**config.mk**
```make
export PLATFORM = sky130hd
export DESIGN_NAME = dpb_axis_proj
export DESIGN_NICKNAME = d
export VERILOG_FILES = /design/src/rtl/dpb_pkg.sv /design/src/rtl/dpb_axis_proj.sv
export SDC_FILE = /design/constraint.sdc
export NUM_CORES = 2
export LEC_CHECK = 0
export BUFFER_PORTS_ARGS = -buffer_cell sky130_fd_sc_hd__buf_2
export CORE_MARGIN = 2
export CORE_UTILIZATION = 60
export DETAILED_ROUTE_END_ITERATION = 7
export PLACE_DENSITY = 0.9
export SLEW_MARGIN = 20
export SYNTH_ARGS = -nofsm -noshare
export SYNTH_HDL_FRONTEND = slang
export SYNTH_SLANG_ARGS = --single-unit
```
**constraint.sdc**
```tcl
create_clock -name clk -period 8.7 [get_ports clk]
set_input_delay 1.74 -clock clk [delete_from_list [all_inputs] [get_ports clk]]
set_output_delay 1.74 -clock clk [all_outputs]
set_load 0.01 [all_outputs]
```
**src/rtl/dpb_pkg.sv**
```systemverilog
// Package with shared types, constants and helpers for the depth back-projection block.
package dpb_pkg;

	// Configuration register indexes.
	localparam logic [2:0] REG_IMAGE_WIDTH   = 3'd0;
	localparam logic [2:0] REG_IMAGE_HEIGHT  = 3'd1;
	localparam logic [2:0] REG_INV_SCALE     = 3'd2;
	localparam logic [2:0] REG_PRINCIPAL_X   = 3'd3;
	localparam logic [2:0] REG_PRINCIPAL_Y   = 3'd4;
	localparam logic [2:0] REG_INV_FOCAL_X   = 3'd5;
	localparam logic [2:0] REG_INV_FOCAL_Y   = 3'd6;

	localparam int CFG_INDEX_W = 3;
	localparam int CFG_DATA_W  = 24;

	// Field widths.
	localparam int SIZE_REG_W  = 13;
	localparam int SIZE_CMP_W  = 14;
	localparam int COEF_W      = 24;
	localparam int CENTRE_W    = 16;
	localparam int DEPTH_W     = 16;
	localparam int COLOUR_W    = 8;
	localparam int Z_FULL_W    = 32;
	localparam int Z_W         = 23;
	localparam int POINT_W     = 32;
	localparam int PIX_W       = 12;
	localparam int IN_TDATA_W  = 40;
	localparam int OUT_TDATA_W = 136;

	// Reset values of the configuration registers.
	localparam logic [SIZE_REG_W-1:0] RST_IMAGE_WIDTH  = 13'd640;
	localparam logic [SIZE_REG_W-1:0] RST_IMAGE_HEIGHT = 13'd480;
	localparam logic [COEF_W-1:0]     RST_INV_SCALE    = 24'd16777;
	localparam logic [CENTRE_W-1:0]   RST_PRINCIPAL_X  = 16'd5112;
	localparam logic [CENTRE_W-1:0]   RST_PRINCIPAL_Y  = 16'd3832;
	localparam logic [COEF_W-1:0]     RST_INV_FOCAL    = 24'd31957;

	// Valid depth window in Q16 metres: above 0.1 m, up to 100 m.
	localparam logic [Z_FULL_W-1:0] Z_MIN_Q16 = 32'd6553;
	localparam logic [Z_FULL_W-1:0] Z_MAX_Q16 = 32'd6553600;

	// Split point of the second multiplication.
	localparam int SPLIT_W = 20;
	localparam int OUT_SHIFT = 28;

	typedef struct packed {
		logic s2;
		logic s3;
		logic s4;
		logic s5;
		logic s6;
	} dpb_stage_en_t;

	// A zero size counts as one, and a size above the cap is held at the cap.
	function automatic logic [SIZE_CMP_W-1:0] eff_size(input logic [SIZE_REG_W-1:0] r,
			input logic [SIZE_CMP_W-1:0] cap);
		logic [SIZE_CMP_W-1:0] r_ext;
		r_ext = SIZE_CMP_W'(r);
		if (r_ext == '0)
			return SIZE_CMP_W'(1);
		else if (r_ext > cap)
			return cap;
		else
			return r_ext;
	endfunction

endpackage

```
**src/rtl/dpb_axis_proj.sv**
```systemverilog
// Pipelined projection of one axis: offset, two multiplications, floor shift and saturation.
module dpb_axis_proj #(
	parameter int PW = 12
) (
	input  logic                          clk,
	input  dpb_pkg::dpb_stage_en_t        en,
	input  logic [PW-1:0]                 pos_s1,
	input  logic [dpb_pkg::CENTRE_W-1:0]  centre,
	input  logic [dpb_pkg::Z_W-1:0]       z_s2,
	input  logic [dpb_pkg::COEF_W-1:0]    inv_focal,
	output logic [dpb_pkg::POINT_W-1:0]   point_s6
);
	import dpb_pkg::*;

	localparam int POSW = (PW + 4 > CENTRE_W) ? PW + 4 : CENTRE_W;
	localparam int PRODW = POSW + Z_W;
	localparam int HIW = PRODW - SPLIT_W;
	localparam int SUMW = PRODW + COEF_W;
	localparam int QW = SUMW - OUT_SHIFT;

	logic [POSW-1:0]          pos_q4;
	logic [POSW-1:0]          cen_ext;
	logic [POSW-1:0]          mag_s2;
	logic                     neg_s2;
	logic [PRODW-1:0]         prod_s3;
	logic                     neg_s3;
	logic [HIW+COEF_W-1:0]    phi_s4;
	logic [SPLIT_W+COEF_W-1:0] plo_s4;
	logic                     neg_s4;
	logic [SUMW-1:0]          sum;
	logic [QW-1:0]            q_s5;
	logic                     rem_s5;
	logic                     neg_s5;
	logic [QW:0]              q_up;
	logic [POINT_W-1:0]       point_nxt;

	assign pos_q4  = POSW'({pos_s1, 4'b0000});
	assign cen_ext = POSW'(centre);

	always_ff @(posedge clk) begin
		if (en.s2) begin
			neg_s2 <= pos_q4 < cen_ext;
			mag_s2 <= (pos_q4 < cen_ext) ? cen_ext - pos_q4 : pos_q4 - cen_ext;
		end
		if (en.s3) begin
			prod_s3 <= PRODW'(mag_s2) * PRODW'(z_s2);
			neg_s3  <= neg_s2;
		end
		// The wide product is formed from two partial products.
		if (en.s4) begin
			phi_s4 <= (HIW+COEF_W)'(prod_s3[PRODW-1:SPLIT_W]) * (HIW+COEF_W)'(inv_focal);
			plo_s4 <= (SPLIT_W+COEF_W)'(prod_s3[SPLIT_W-1:0]) *
				(SPLIT_W+COEF_W)'(inv_focal);
			neg_s4 <= neg_s3;
		end
		if (en.s5) begin
			q_s5   <= sum[SUMW-1:OUT_SHIFT];
			rem_s5 <= |sum[OUT_SHIFT-1:0];
			neg_s5 <= neg_s4;
		end
		if (en.s6)
			point_s6 <= point_nxt;
	end

	assign sum  = {phi_s4, {SPLIT_W{1'b0}}} + SUMW'(plo_s4);
	assign q_up = (QW+1)'(q_s5) + (QW+1)'(rem_s5);

	// Negative results round towards minus infinity, hence the magnitude is rounded up.
	always_comb begin
		if (neg_s5) begin
			if (q_up >= (QW+1)'(33'h0_8000_0000))
				point_nxt = 32'h8000_0000;
			else
				point_nxt = POINT_W'(0) - q_up[POINT_W-1:0];
		end else begin
			if (q_s5 > QW'(32'h7FFF_FFFF))
				point_nxt = 32'h7FFF_FFFF;
			else
				point_nxt = q_s5[POINT_W-1:0];
		end
	end
endmodule

```
Word level (Yosys, flattened, before mapping)
Cells that the tools add are included.
Storage, ports and cells
  flip-flop bits (word level): 214
  logic and storage cells: 27
  output and inout port bits: 32
Cells by class
  reduce and logical (&&, ||, !) cells: 1
  multipliers: 3
  multiplexer cells: 4
  add/sub/neg operators: 5
  order comparisons: 3
Operators by type and width (number)
  32-bit two-way mux: 3
  63-bit by 44-bit adder with 63-bit output: 1
  20-bit by 24-bit multiplier with 44-bit output: 1
  19-bit by 24-bit multiplier with 43-bit output: 1
  16-bit by 23-bit multiplier with 39-bit output: 1
  35-bit by 1-bit adder with 36-bit output: 1
  36-bit by 32-bit greater-or-equal comparator with 1-bit output, second input constant: 1
  35-bit by 31-bit greater-than comparator with 1-bit output, second input constant: 1
  1-bit by 32-bit subtractor with 32-bit output, first input constant: 1
  16-bit subtractor: 2
  28-bit OR reduction: 1
  16-bit less-than comparator: 1
  16-bit two-way mux: 1

Logic depth before layout (Yosys ltp)
  word-level depth: 4
  depth in mapped cells: 28
  depth with buffers taken out: 27

Worst setup path after synthesis
Ideal clock, no wire load.
  path type: input -> register
  start: input inv_focal[16] (netlist name)
  end: register plo_s4[42], data pin
  stages: 25
  setup slack: 375 ps
  arrival: 8066 ps
  path buffers: 2
  required time: 8441 ps
  cell sequence: clkbuf_1 clkbuf_1 nand2_1 fa_1 fa_1 fa_1 inv_1 fa_1 fa_1 fa_1 inv_1 fa_1 inv_1 ha_1 and4_1 nand4_1 nor3_1 a211oi_1 a31oi_1 a31oi_1 o31ai_1 nand4_1 nand2_1 a41oi_1 xnor2_1
Between the ends
  longest elaborated chain between the ends: 1
RTL lines
  from (decl): RTL line dpb_axis_proj.sv:10  | input logic [dpb_pkg::COEF_W-1:0] inv_focal,
  20-bit by 24-bit multiplier with 44-bit output: RTL line dpb_axis_proj.sv:52  | plo_s4 <= (SPLIT_W+COEF_W)'(prod_s3[SPLIT_W-1:0]) *
  to (signal assigned): RTL line dpb_axis_proj.sv:52
  to (decl): RTL line dpb_axis_proj.sv:28  | logic [SPLIT_W+COEF_W-1:0] plo_s4;
No other way between the ends.
A chain may end at the register's enable or synchronous reset.

Final worst setup path
  start: input inv_focal[8] (netlist name)
  end: register phi_s4[41], data pin
Between the ends
  longest elaborated chain between the ends: 1
RTL lines
  19-bit by 24-bit multiplier with 43-bit output: RTL line dpb_axis_proj.sv:51  | phi_s4 <= (HIW+COEF_W)'(prod_s3[PRODW-1:SPLIT_W]) * (HIW+COEF_W)'(inv_focal);
  to (signal assigned): RTL line dpb_axis_proj.sv:51
  to (decl): RTL line dpb_axis_proj.sv:27  | logic [HIW+COEF_W-1:0] phi_s4;
No other way between the ends.

==> flow_metrics.env <==
export IMPL_start_util=0.606
export IMPL_drc=0
export IMPL_fin_worst_skew_ps=29.5
export IMPL_cp_slowest_cell="fa_1"
export IMPL_synth_area_leader_cell="fa_1"
export IMPL_path_clk_slew_ps=60
export IMPL_syn_to_final_growth_pct=5.21
export IMPL_first_iter_violations=3765
export IMPL_grt_pass1_wl_um=220000
export IMPL_reg2reg_from="prod_s3[3]$_DFFE_PP_"
export IMPL_grt_total_usage=0.305
export IMPL_overflow=0
export IMPL_synthArstFlopShare=0
export IMPL_synthDistinctLibCells=80
export IMPL_fp_dieH_um=300
export IMPL_status="finished, final reports clean"
export IMPL_fillers=6291
export IMPL_synth_seq_area_share=0.122
export IMPL_maxSlewViolCount=0
export IMPL_cts_resized=0
export IMPL_wire_per_inst_um=19.4
export IMPL_setup_viol=0
export IMPL_numCtsBuffers=27
export IMPL_syn_nets=7319
export IMPL_antenna_left=0
export IMPL_place_congestion=0.945
export IMPL_numPortBuffers=112
export IMPL_synth_edf_count=214
export IMPL_worstPathRequired_ps=9060
export IMPL_start_kind="primary input"
export IMPL_cp_common_cell="fa_1"
export IMPL_crit_start="inv_focal[8]"
export IMPL_critical_path_class="in2reg"
export IMPL_via_per_inst=5.89
export IMPL_synthTopCellsByCount="inv_1 (1259), fa_1 (1059), nand2_1 (871)"
export IMPL_synth_flop_cell="edfxtp_1"
export IMPL_dieArea_mm2=0.0902
export IMPL_synth_seq_cells=214
export IMPL_post_cts_buffers=0
export IMPL_cp_top_family="adder cells"
export IMPL_hold_violations=0
export IMPL_root_buffer="clkbuf_16"
export IMPL_cts_buffer_depth=3
export IMPL_period_share=0.962
export IMPL_tightestPinTransition_ps=1220
export IMPL_dr_pass1_iters=6
export IMPL_path_buf_inv=9
export IMPL_cp_arrival_ps=8730
export IMPL_min_delay_start="neg_s4$_DFFE_PP_"
export IMPL_clock_sinks=214
export IMPL_ys_warn_count=0
export IMPL_ioPinCount=113
export IMPL_clkLatencyLatePin_ps=610
export IMPL_hold_buffers=0
export IMPL_cts_max_level=1
export IMPL_hpwl_um=106000
export IMPL_yosys_cell_count_top_type="inv_1"
export IMPL_timing_slew_headroom=0.190
export IMPL_ys_top_cells_by_area="fa_1 (40%), edfxtp_1 (12%), ha_1 (11%)"
export IMPL_finalWirelength_um=134000
export IMPL_cts_tree="built"
export IMPL_antenna_found_initial=9
export IMPL_synth_cells=5736
export IMPL_yosysTopAreaCellShare=0.402
export IMPL_end_kind="flip-flop"
export IMPL_vias=40600
export IMPL_grt_pass1_vias=44600
export IMPL_rows=108
export IMPL_postSynthAreaPerCell_um2=9.18
export IMPL_layout_min_cycle_time_ps=8370
export IMPL_cp_max_fo=16
export IMPL_core_mm2=0.0869
export IMPL_fin_nets=7291
export IMPL_synth_area_mm2=0.0527
export IMPL_drive_gt1_frac=0.0485
export IMPL_die_w_um=300
export IMPL_fmax_mhz=120
export IMPL_worst_hold_slack_ps=446
export IMPL_hold_path_class="reg2reg"
export IMPL_rsz0062_at_grt="no"
export IMPL_grt_max_degree=54
export IMPL_slowest_delay_ps=560
export IMPL_maxCapViolations=0
## worst reg2reg max path, stage by stage (launching register included)
cell and delay (ps):
edfxtp_1 1020, and2_1 280, fa_1 440, fa_1 520
inv_1 50, fa_1 470, inv_1 60, fa_1 530
inv_1 70, fa_1 540, inv_1 50, fa_1 470
inv_1 50, fa_1 480, inv_1 50, ha_1 370
nand2_1 80, nor4b_1 320, buf_4 190, o211ai_1 120
a31oi_1 370, a31oi_1 170, o31ai_1 260, buf_4 160
nand4_1 160, nand2_1 140, a41oi_1 150, xnor2_1 150
## flip-flops by register name, summed over array words and instances (netlist names)
name / flops
point_s6: 32
q_s5: 35
prod_s3: 39
neg_s2: 1
neg_s5: 1
mag_s2: 16
plo_s4: 44
neg_s3: 1
phi_s4: 43
rem_s5: 1
neg_s4: 1
## final timing paths
kind | endpoint | slack (ps) | cells past startpoint
worst max-delay path | phi_s4[41]$_DFFE_PP_ | 330 | 28
worst min register to register | neg_s5$_DFFE_PP_ | 450 | 0
worst max register to register | plo_s4[42]$_DFFE_PP_ | 720 | 27
worst min-delay path | neg_s5$_DFFE_PP_ | 450 | 0
## stage by stage
stage | setup slack, ps | instances | cell area [um2] | util | TNS [ps]
after global routing | 131 | 6885 | 55400 | 0.638 | 0
after global placement | 64.0 | 6834 | 54500 | 0.627 | 0
after floorplan | 375 | 5736 | 52700 | - | 0
final | 332 | 6887 | 55400 | 0.638 | 0
after CTS | 426 | 6883 | 55400 | 0.638 | 0
after detailed placement | -135 | 6834 | 54500 | 0.627 | -456
## cells by family (layout without fill, tap and decap cells)
group	count (synthesis)	count (layout)	share of synthesized area
flops	214	214	0.122
mux	12	12	0.00235
fa+ha+maj	1502	1502	0.508
compound gates	515	515	0.0630
xor+xnor	190	190	0.0317
simple gates	1779	1779	0.164
other cells	0	4	0
buf+inv	1524	1516	0.109
## layout by cell type, fill, tap and decap left out, types with 69 or more instances in the layout
| master | instances |
|---|---|
| buf_2 | 111 |
| fa_1 | 1059 |
| xnor2_1 | 134 |
| nor2_1 | 119 |
| ha_1 | 443 |
| a21oi_1 | 142 |
| buf_4 | 88 |
| o21ai_0 | 106 |
| edfxtp_1 | 214 |
| inv_1 | 1259 |
| and2_1 | 540 |
| a21o_1 | 69 |
| nand2_1 | 871 |
## final cells by class
class / count / area [um2] / share of cell area
diodes: 4 / 10.0 / 0.000181
flip-flops and latches: 214 / 6430 / 0.116
multi-input cells: 3998 / 40500 / 0.731
inverters: 1259 / 4730 / 0.0853
clock inverters: 17 / 206 / 0.00372
repair buffers: 208 / 1400 / 0.0252
clock buffers: 32 / 694 / 0.0125
well taps: 1155 / 1450 / 0.0261
## metal layers
metal	track usage	vias to the layer above	wire [um]
met5	0	-	65
met4	0.168	10	8370
met3	0.0614	659	13400
met2	0.519	2436	65400
met1	0.364	20100	46600
li1	-	17400	-
Power is not shown: default switching activity piles up to over one toggle a cycle in this logic, so the estimate is an artifact.
