File: config.mk
export PLATFORM = sky130hd
export DESIGN_NAME = dpb_pixel_counter
export DESIGN_NICKNAME = d
export VERILOG_FILES = /design/src/rtl/dpb_pkg.sv /design/src/rtl/dpb_pixel_counter.sv
export SDC_FILE = /design/constraint.sdc
export NUM_CORES = 1
export LEC_CHECK = 0
export ABC_AREA = 1
export BUFFER_PORTS_ARGS = -buffer_cell sky130_fd_sc_hd__buf_4
export CORE_MARGIN = 1
export CORE_UTILIZATION = 55
export CTS_CLUSTER_SIZE = 14
export DETAILED_ROUTE_END_ITERATION = 7
export GPL_TIMING_DRIVEN = 0
export PLACE_DENSITY = 0.81
export SLEW_MARGIN = 10
export SYNTH_ARGS = -nofsm -noshare
export SYNTH_HDL_FRONTEND = slang
export SYNTH_SLANG_ARGS = --single-unit
File: constraint.sdc
create_clock -name clk -period 3.1 [get_ports clk]
set_input_delay 0.62 -clock clk [delete_from_list [all_inputs] [get_ports clk]]
set_output_delay 0.62 -clock clk [all_outputs]
set_load 0.01 [all_outputs]
File: src/rtl/dpb_pkg.sv
// Package with shared types, constants and helpers for the depth back-projection block.
package dpb_pkg;

	// Configuration register indexes.
	localparam logic [2:0] REG_IMAGE_WIDTH   = 3'd0;
	localparam logic [2:0] REG_IMAGE_HEIGHT  = 3'd1;
	localparam logic [2:0] REG_INV_SCALE     = 3'd2;
	localparam logic [2:0] REG_PRINCIPAL_X   = 3'd3;
	localparam logic [2:0] REG_PRINCIPAL_Y   = 3'd4;
	localparam logic [2:0] REG_INV_FOCAL_X   = 3'd5;
	localparam logic [2:0] REG_INV_FOCAL_Y   = 3'd6;

	localparam int CFG_INDEX_W = 3;
	localparam int CFG_DATA_W  = 24;

	// Field widths.
	localparam int SIZE_REG_W  = 13;
	localparam int SIZE_CMP_W  = 14;
	localparam int COEF_W      = 24;
	localparam int CENTRE_W    = 16;
	localparam int DEPTH_W     = 16;
	localparam int COLOUR_W    = 8;
	localparam int Z_FULL_W    = 32;
	localparam int Z_W         = 23;
	localparam int POINT_W     = 32;
	localparam int PIX_W       = 12;
	localparam int IN_TDATA_W  = 40;
	localparam int OUT_TDATA_W = 136;

	// Reset values of the configuration registers.
	localparam logic [SIZE_REG_W-1:0] RST_IMAGE_WIDTH  = 13'd640;
	localparam logic [SIZE_REG_W-1:0] RST_IMAGE_HEIGHT = 13'd480;
	localparam logic [COEF_W-1:0]     RST_INV_SCALE    = 24'd16777;
	localparam logic [CENTRE_W-1:0]   RST_PRINCIPAL_X  = 16'd5112;
	localparam logic [CENTRE_W-1:0]   RST_PRINCIPAL_Y  = 16'd3832;
	localparam logic [COEF_W-1:0]     RST_INV_FOCAL    = 24'd31957;

	// Valid depth window in Q16 metres: above 0.1 m, up to 100 m.
	localparam logic [Z_FULL_W-1:0] Z_MIN_Q16 = 32'd6553;
	localparam logic [Z_FULL_W-1:0] Z_MAX_Q16 = 32'd6553600;

	// Split point of the second multiplication.
	localparam int SPLIT_W = 20;
	localparam int OUT_SHIFT = 28;

	typedef struct packed {
		logic s2;
		logic s3;
		logic s4;
		logic s5;
		logic s6;
	} dpb_stage_en_t;

	// A zero size counts as one, and a size above the cap is held at the cap.
	function automatic logic [SIZE_CMP_W-1:0] eff_size(input logic [SIZE_REG_W-1:0] r,
			input logic [SIZE_CMP_W-1:0] cap);
		logic [SIZE_CMP_W-1:0] r_ext;
		r_ext = SIZE_CMP_W'(r);
		if (r_ext == '0)
			return SIZE_CMP_W'(1);
		else if (r_ext > cap)
			return cap;
		else
			return r_ext;
	endfunction

endpackage

File: src/rtl/dpb_pixel_counter.sv
// Raster column and row counters that wrap at the configured image size.
module dpb_pixel_counter #(
	parameter int MAX_WIDTH  = 4096,
	parameter int MAX_HEIGHT = 4096,
	parameter int CW = $clog2(MAX_WIDTH),
	parameter int RW = $clog2(MAX_HEIGHT)
) (
	input  logic                            clk,
	input  logic                            arst_n,
	input  logic                            advance,
	input  logic [dpb_pkg::SIZE_REG_W-1:0]  image_width,
	input  logic [dpb_pkg::SIZE_REG_W-1:0]  image_height,
	output logic [CW-1:0]                   column,
	output logic [RW-1:0]                   row
);
	import dpb_pkg::*;

	logic [SIZE_CMP_W-1:0] w_eff;
	logic [SIZE_CMP_W-1:0] h_eff;
	logic [SIZE_CMP_W-1:0] col_inc;
	logic [SIZE_CMP_W-1:0] row_inc;
	logic [CW-1:0]         col_q;
	logic [RW-1:0]         row_q;

	assign w_eff   = eff_size(image_width, SIZE_CMP_W'(MAX_WIDTH));
	assign h_eff   = eff_size(image_height, SIZE_CMP_W'(MAX_HEIGHT));
	assign col_inc = SIZE_CMP_W'(col_q) + SIZE_CMP_W'(1);
	assign row_inc = SIZE_CMP_W'(row_q) + SIZE_CMP_W'(1);

	// A counter left beyond a shrunk size wraps on its next advance.
	always_ff @(posedge clk or negedge arst_n) begin
		if (!arst_n) begin
			col_q <= '0;
			row_q <= '0;
		end else if (advance) begin
			if (col_inc >= w_eff) begin
				col_q <= '0;
				if (row_inc >= h_eff)
					row_q <= '0;
				else
					row_q <= RW'(row_inc);
			end else begin
				col_q <= CW'(col_inc);
			end
		end
	end

	assign column = col_q;
	assign row    = row_q;
endmodule

* Word-level counts from Yosys, hierarchy flattened
Cells that the tools add are included.
** Word-level totals
- Bits in registers :: 24
- Bits in latches :: 0
- Memory bits (writable) :: 0
- ROM bits :: 0
- Input bits :: 29
- Output and inout bits :: 24
- Logic and storage cells :: 17
- Memories :: 0
** Operators by class
- $add $sub $neg :: 2
- $mul :: 0
- Divide/modulo/power cells :: 0
- Order comparisons :: 4
- Equality and inequality tests :: 0
- Shift-type cells :: 0
- Muxes and demuxes :: 6
- Bitwise logic cells :: 0
- Reductions and logical operators :: 3
** Operators by type and width (count)
- 2-to-1 mux 13 bit :: 3
- greater-or-equal comparator 13 x 14 -> 1 bit :: 2
- adder 12 x 1 -> 13 bit (second input constant) :: 2
- greater-than comparator 13 bit (second input constant) :: 2
- zero test 13 bit :: 2
- 2-to-1 mux 12 bit :: 2
- 2-to-1 mux 14 bit :: 1
- AND reduction 2 bit :: 1

* Depth between registers and ports, before layout
Gate-level depths: netlist of the first run.
- Word-level depth :: 5
- Mapped depth :: 19
- Gate-level depth less buffers :: 18

* Worst setup path after synthesis of the first run
Ideal clock, no wire load.
- Kind :: in2reg
- Start :: input image_width[8] (netlist bit)
- End :: register row_q[5] (netlist: row[5])
- Library setup time :: 0.119 ns
- Arrival time :: 2.249 ns
- Required time :: 2.981 ns
- Setup slack :: 0.732 ns
- Stages on the path :: 15
- Path buffers :: 1
- Path through :: nor4_1 > nand2_1 > nand2_1 > nand2_1 > ha_1 > nand2_1 > nor2_2 > nand2_1 > nor2_1 > nand2_1 > nand2_1 > nand2_2 > buf_4 > nand2_1 > o21ai_2
** On the way
- Word-level cells in the longest chain between the ends :: 5
- Elaborated cells on any way between the ends :: 6
- Those cells by class :: order compare: 2; mux: 2; reduce/logical: 2
** RTL lines
- start: declaration :: RTL line dpb_pixel_counter.sv:11 : input logic [dpb_pkg::SIZE_REG_W-1:0] image_width,
- greater-than comparator 13 bit :: RTL line dpb_pkg.sv:61 : else if (r_ext > cap)
- 2-to-1 mux 13 bit :: RTL line dpb_pkg.sv:61
- 2-to-1 mux 14 bit (*) :: RTL line dpb_pkg.sv:59 : if (r_ext == '0)
- greater-or-equal comparator 13 x 14 -> 1 bit (*) :: RTL line dpb_pixel_counter.sv:36 : if (col_inc >= w_eff) begin
- AND reduction 2 bit (no source line) (*)
- end signal: assignment :: RTL line dpb_pixel_counter.sv:41 : row_q <= RW'(row_inc);
- end: declaration :: RTL line dpb_pixel_counter.sv:23 : logic [RW-1:0] row_q;
Mark *: on every way between the ends. The rest lies on a longest branch, timed or not.
A chain may end at the register's enable or synchronous reset.

* Worst setup path after layout of the first run
- Start :: register col_q[0] (netlist: column[0])
- End :: register col_q[10] (netlist: column[10])
** On the way
- Word-level cells in the longest chain between the ends :: 3
** RTL lines
- start: declaration :: RTL line dpb_pixel_counter.sv:22 : logic [CW-1:0] col_q;
- start signal: assignment :: RTL line dpb_pixel_counter.sv:43 : col_q <= CW'(col_inc);
- adder 12 x 1 -> 13 bit (*) :: RTL line dpb_pixel_counter.sv:27 : assign col_inc = SIZE_CMP_W'(col_q) + SIZE_CMP_W'(1);
- greater-or-equal comparator 13 x 14 -> 1 bit :: RTL line dpb_pixel_counter.sv:36
- 2-to-1 mux 12 bit (*) :: RTL line dpb_pixel_counter.sv:36
Marked as above.

==> impl_results.md, run 1 <==
- Max-slew headroom: 74.10%
- DIE HEIGHT: 67.40 um
- # setup viols final: 0
- Peak Freq: 0.3635 GHz
- Root buf cell: clkbuf_8
- Max layer used: met4
- Combinational Power Share: 50.3%
- Diode count: 0
- DP Cell Count: 451
- Setup Crit Path Kind: reg -> reg
- Int Pwr: 744.3 uW
- Core ar.: 4058 sq um
- RSZ-0062 raised after global routing: no
- Initial antenna violation count: 0
- Distinct cells, synth: 29
- Synth top area cells: dfrtp_1 (26%), nand2_1 (21%), ha_1 (15%)
- WL met3: 207 um
- Fin cells: 454
- Vias per cell: 5.154
- I/O Buffers: 52
- Largest net degree at the start of global routing: 25
- Setup TNS: 0 ps
- H-tree depth: 1
- Sequential area share after synthesis: 25.53%
- DRC: 0
- Core Rows: 23
- Critical path peak fanout: 9
- Post-CTS Setup Inserts: 0
- Crit start category: flip-flop
- Post-CTS Resized: 0
- Synth area leader: dfrtp_1
- Max VDD drop: 0.3567 mV
- Syn Area/Cell: 6.740 sq um
- Hold Crit Class: in -> async
- Post-synth top cells: nand2_1 (130), inv_1 (46), ha_1 (28)
- Final Skew: 2.128 ps
- Die Wd: 67.40 um
- Cell count after synthesis: 349
- CTS Hold Bufs: 0
- Post-DP Area: 2805 sq um
- Max-Cap Viols: 0
- Post-synth EDFFs: 0
- First-pass GRT wire length: 8714 um
- TritonCTS clock tree: built
- Final Cycle Share: 88.74%
- HPWL after detailed placement: 4416 um
- Critical Path RT: 3310 ps
- Initial core utilization: 57.97%
- Psw: 541.7 uW
- Total Routed Length: 5397 um
- DRT antenna net count: 0
- Dominant synthesized flop cell: dfrtp_1
- TritonCTS sink count: 24
- Clock power share: 14.4%
- Fraction of registers with async set or reset after synthesis: 100.0%
- Clk buf depth: 2
- Nets: 463
- Sequential Power Share: 35.3%
- Total power: 1.286 mW
- Worst-Margin Slew: 387.4 ps
- Sw Share: 42.13%
- Final Critical Period: 2751 ps
- Met2 routed WL: 2406 um
- CTS clk-pin slew, worst paths: 80 ps
- Area Overhead vs Synth: 21.01%
- CTS buffer count: 3
- DR iter-0 viols: 167
- Drt first pass iters: 4
- Post-route cell area: 2846 sq um
- Fin. max-slew vios: 0
- M1 wire length: 2753 um
- GRT Residual Overflow: 0
- RD Place Congestion: 0.8270
- Mapped cell area: 2352 sq um
- Clock latency on the worst-skew pair: 260 ps
- Seq cells post-synth: 24
- Vias in the first global route: 1955
- Die Area: 4542 sq um
- Register-to-Register Path Depth: 15
- Vias: 2340
- Outcome: complete, no violations
- Final hold violations: 0
- PD cells: 451.8 nW/um^2
- Gr usage total: 25.35%
- Top cell type's share of synthesized area: 25.53%
- WL/cell: 11.89 um
- Critical path endpoint category: flip-flop
- P_leak: 1.555 nW
- Syn. warnings: 0
- Syn nets: 406
- Count leader, synth: nand2_1
- Arrival @ worst endpoint: 2960 ps
- Share of cells above drive strength 1: 20.05%
- IO Pins: 53
registers in the layout, indices dropped and copies added, names as in the netlist:
name,count
row,12
column,12
power by group through the flow:
stage	Clock [mW]	Sequential, mW	Combinational, mW
after CTS	0.188	0.452	0.652
after detailed placement	0	0.460	0.647
final	0.185	0.454	0.647
after floorplan	0	0.469	0.402
after global placement	0	0.454	0.631
after global routing	0.199	0.462	0.738
kinds of logic (layout without fill, tap and decap cells):
| logic type | Yosys count | count (layout) | synth area share, % |
|---|---|---|---|
| buffers and inverters | 52 | 107 | 9.042 |
| adders and majority gates | 28 | 28 | 14.89 |
| xor gates and xnor gates | 12 | 12 | 5.107 |
| and+or+nand+nor | 205 | 205 | 37.71 |
| DFF | 24 | 24 | 25.53 |
| AOI/OAI and AO/OA | 28 | 28 | 7.713 |
worst paths after layout:
kind / startpoint / to / slack, ps
worst max-delay path: column[0]$_DFFE_PN0P_ / column[10]$_DFFE_PN0P_ / 350
worst min-delay path: arst_n / row[2]$_DFFE_PN0P_ / 250
worst max register to register: column[0]$_DFFE_PN0P_ / column[10]$_DFFE_PN0P_ / 350
worst min register to register: row[11]$_DFFE_PN0P_ / row[11]$_DFFE_PN0P_ / 560
max in group asynchronous: arst_n / row[10]$_DFFE_PN0P_ / 2600
min in group clk: row[11]$_DFFE_PN0P_ / row[11]$_DFFE_PN0P_ / 560
area by class of cell:
cell class	instances	area, sq um
plain buffers	5	36.28
repair buffers	52	390.4
inverters	47	176.4
flip-flops and latches	24	600.6
clock buffers	3	41.29
well taps	50	62.56
fillers	362	1211
multi-input cells	273	1539
per-layer routing:
metal / track usage [%] / vias up
met5: 0 / -
met4: 5.585 / 0
met3: 2.703 / 2
met2: 39.25 / 52
met1: 37.57 / 1044
li1: - / 1242
cells in the final DEF, fill, tap and decap left out:
cell type / count
nand2_2: 3
nand3b_1: 2
nor4_1: 3
xor2_2: 2
o21ai_2: 8
nor2_2: 2
a21oi_1: 4
o22ai_1: 4
a21oi_2: 1
buf_4: 54
nand2_1: 130
o21ai_1: 5
clkbuf_8: 3
ha_1: 28
buf_6: 1
o21bai_1: 1
xor2_1: 9
nand4_1: 4
nor2_1: 24
nor3_1: 3
xnor2_1: 1
nand3_2: 2
clkinv_1: 1
nand3_1: 27
nor3b_1: 2
o21ai_0: 5
buf_2: 2
inv_1: 46
dfrtp_1: 24
nor2_4: 3
through the flow:
stage,setup WS [ps],hold slack [ps],utilization (%)
after global routing,161.7,268.6,70.15
after detailed placement,210.7,543.1,69.13
after CTS,392.0,253.3,70.15
after global placement,253.3,536.5,69.13
after floorplan,732.2,324.4,-
final,348.9,248.7,70.15
critical path, stage by stage, from the launching register on:
cell,delay [ps]
dfrtp_1,490
ha_1,230
nand3_1,120
inv_1,120
nand3b_1,140
nor3b_1,280
ha_1,290
inv_1,70
nor2_2,40
nand2_1,70
nor2_1,40
nor2_1,140
nand3_1,310
inv_1,220
nand2_1,70
nand2_1,60
(Power assumes the default switching activity.)
==> inputs of run 2 (changes only) <==
--- a/config.mk
+++ b/config.mk
@@ -7,7 +7,7 @@
 export LEC_CHECK = 0
 export ABC_AREA = 1
 export BUFFER_PORTS_ARGS = -buffer_cell sky130_fd_sc_hd__buf_4
-export CORE_MARGIN = 1
+export CORE_ASPECT_RATIO = 1.4
 export CORE_UTILIZATION = 55
 export CTS_CLUSTER_SIZE = 14
 export DETAILED_ROUTE_END_ITERATION = 7
==> impl_results.md, run 2 (synthesized netlist as in run 1, its figures left out) <==
- Outcome: finished with violations
- Failing checks: DRC
- Commonest cells after routing, fill and taps aside: nand2_1 (130), buf_4 (54), inv_1 (46)
- Diode count: 0 (unchanged)
- DRC: 4 (+4)
- IO Pins: 53 (unchanged)
- Setup Crit Path Kind: reg -> reg
- # setup viols final: 0 (unchanged)
- DIE HEIGHT: 79.38 um (+18%)
- Critical path's largest stage delay: 490 ps (about the same)
- Critical path endpoint category: flip-flop
- Share of cells above drive strength 1: 20.49% (+0.44 points)
- Final Critical Period: 2641 ps (-110.0 ps)
- Buf+Inv Stages, Crit Path: 2 (-1)
- PD cells: 480.9 nW/um^2 (+6.4%)
- P_leak: 1.572 nW (+1.1%)
- RD Place Congestion: 0.8405 (+1.6%)
- Peak Freq: 0.3786 GHz (+4.2%)
- Total Routed Length: 5541 um (+2.7%)
- Arrival @ worst endpoint: 2850 ps (-110 ps)
- CP top delay family: simple AND/OR/NAND/NOR gates
- I/O Buffers: 52 (unchanged)
- TritonCTS clock tree: built
- Commonest non-fill, non-tap cell in the layout: nand2_1
- Final Cycle Share: 85.19% (-3.5 points)
- Initial core utilization: 58.51% (+0.54 points)
- Area Overhead vs Synth: 22.13%
- Final hold violations: 0 (unchanged)
- Worst path slowest cell: dfrtp_1
- Worst path most repeated cell: nand2_1
- Die Wd: 57.27 um (-15%)
- Vias: 2399 (+2.5%)
- First-pass GRT wire length: 9446 um (+8.4%)
- Crit start category: flip-flop
- Fin. max-slew vios: 0 (unchanged)
- Setup TNS: 0 ps (unchanged)
- Die Area: 4546 sq um (about the same)
- WL/cell: 12.37 um (+4.0%)
- H-tree depth: 1 (unchanged)
- Cell Chain, Critical Path: ha_1 > nand2_1 > nor2_4 > nand2_1 > nor4_1 > ha_1 > inv_1 > nor2_1 > nand2_1 > nand3_1 > a21oi_2 > buf_2 > nand3_1 > o21ai_2
- RSZ-0062 raised after global routing: no
- HPWL after detailed placement: 4627 um (+4.8%)
- Max VDD drop: 0.3993 mV (+12%)
- Clk buf depth: 2 (unchanged)
- Max-slew headroom: 77.92% (+3.8 points)
- Max-Cap Viols: 0 (unchanged)
- Hold Crit Class: in -> async
- CTS Hold Bufs: 0 (unchanged)
- Largest net degree at the start of global routing: 25 (unchanged)
- Initial antenna violation count: 0 (unchanged)
- CTS clk-pin slew, worst paths: 90 ps (about the same)
- DR iter-0 viols: 122 (-27%)
- Total power: 1.381 mW (+7.4%)
- CTS buffer count: 3 (unchanged)
- Critical path peak fanout: 10 (+1)
- Nets: 463 (unchanged)
- TritonCTS sink count: 24 (unchanged)
- Core ar.: 4020 sq um (-0.92%)
- Core Rows: 27 (+17%)
- Drt first pass iters: 6 (+2)
- Clock latency on the worst-skew pair: 270 ps (about the same)
- Critical Path RT: 3310 ps (about the same)
- DRT antenna net count: 0 (unchanged)
- Vias per cell: 5.355 (+3.9%)
- Final Skew: 7.015 ps (+4.887 ps)
- Worst-Margin Slew: 328.2 ps (-59.16 ps)
- Gr usage total: 26.67% (+1.3 points)
- GRT Residual Overflow: 0 (unchanged)
- Root buf cell: clkbuf_8
- Vias in the first global route: 2290 (+17%)
run 2: routing by layer:
metal	vias to the layer above	track usage [%]	part of all wire, %
li1	1226	-	-
met5	-	0	0
met4	0	14.63	3.1
met3	13	2.431	2.5
met2	55	52.47	57
met1	1105	26.69	37
run 2: final timing paths:
path / from / endpoint / slack (ps) / cells past startpoint
setup / recovery: row[0]$_DFFE_PN0P_ / row[3]$_DFFE_PN0P_ / 460 / 14
hold / removal: arst_n / column[1]$_DFFE_PN0P_ / 230 / 1
setup reg to reg: row[0]$_DFFE_PN0P_ / row[3]$_DFFE_PN0P_ / 460 / 14
hold reg to reg: column[11]$_DFFE_PN0P_ / column[11]$_DFFE_PN0P_ / 560 / 2
max in group asynchronous: arst_n / row[1]$_DFFE_PN0P_ / 2630 / 1
min in group clk: column[11]$_DFFE_PN0P_ / column[11]$_DFFE_PN0P_ / 560 / 2
run 2: area by class of cell:
| type | instances | area [sq um] |
|---|---|---|
| clock inverter | 1 | 30.03 |
| timing repair buffer | 52 | 390.4 |
| tap | 43 | 53.80 |
| multi-input combinational | 273 | 1544 |
| sequential | 24 | 600.6 |
| buffer | 5 | 36.28 |
| fill | 357 | 1147 |
| inverter | 47 | 176.4 |
| clock buffer | 3 | 41.29 |
run 2: worst register-to-register path, cell delays in order, from the launching register on:
cell and delay (ps):
dfrtp_1 490, ha_1 230, nand2_1 110, nor2_4 190, nand2_1 90, nor4_1 260, ha_1 310, inv_1 80
nor2_1 60, nand2_1 50, nand3_1 70, a21oi_2 150, buf_2 240, nand3_1 120, o21ai_2 130
run 2: metrics by stage:
| step | hold WS, ps | cells | instance area (sq um) | util [%] | setup slack (ps) |
|---|---|---|---|---|---|
| detailed placement | 536.2 | 444 | 2796 | 69.56 | 152.1 |
| global placement | 530.4 | 444 | 2796 | 69.56 | 194.4 |
| global route | 230.6 | 448 | 2873 | 71.46 | 128.5 |
| CTS | 235.9 | 448 | 2868 | 71.34 | 320.6 |
| floorplan | 324.4 | 349 | 2352 | - | 732.2 |
| finish | 226.4 | 448 | 2873 | 71.46 | 459.0 |
run 2: repair_timing:
| action | in CTS | in global routing |
|---|---|---|
| resized for setup | 0 | 1 |
| setup buffers | 0 | 0 |
| endpoints found under the setup margin | 0 | 4 |
run 2: report_power, final:
| part | switching (mW) | leakage, nW | total (mW) | internal [mW] |
|---|---|---|---|---|
| combinational | 0.356 | 1.21 | 0.647 | 0.291 |
| clock | 0.107 | 0.0357 | 0.280 | 0.173 |
| sequential | 0.0864 | 0.325 | 0.455 | 0.369 |
| total | 0.549 | 1.57 | 1.38 | 0.832 |
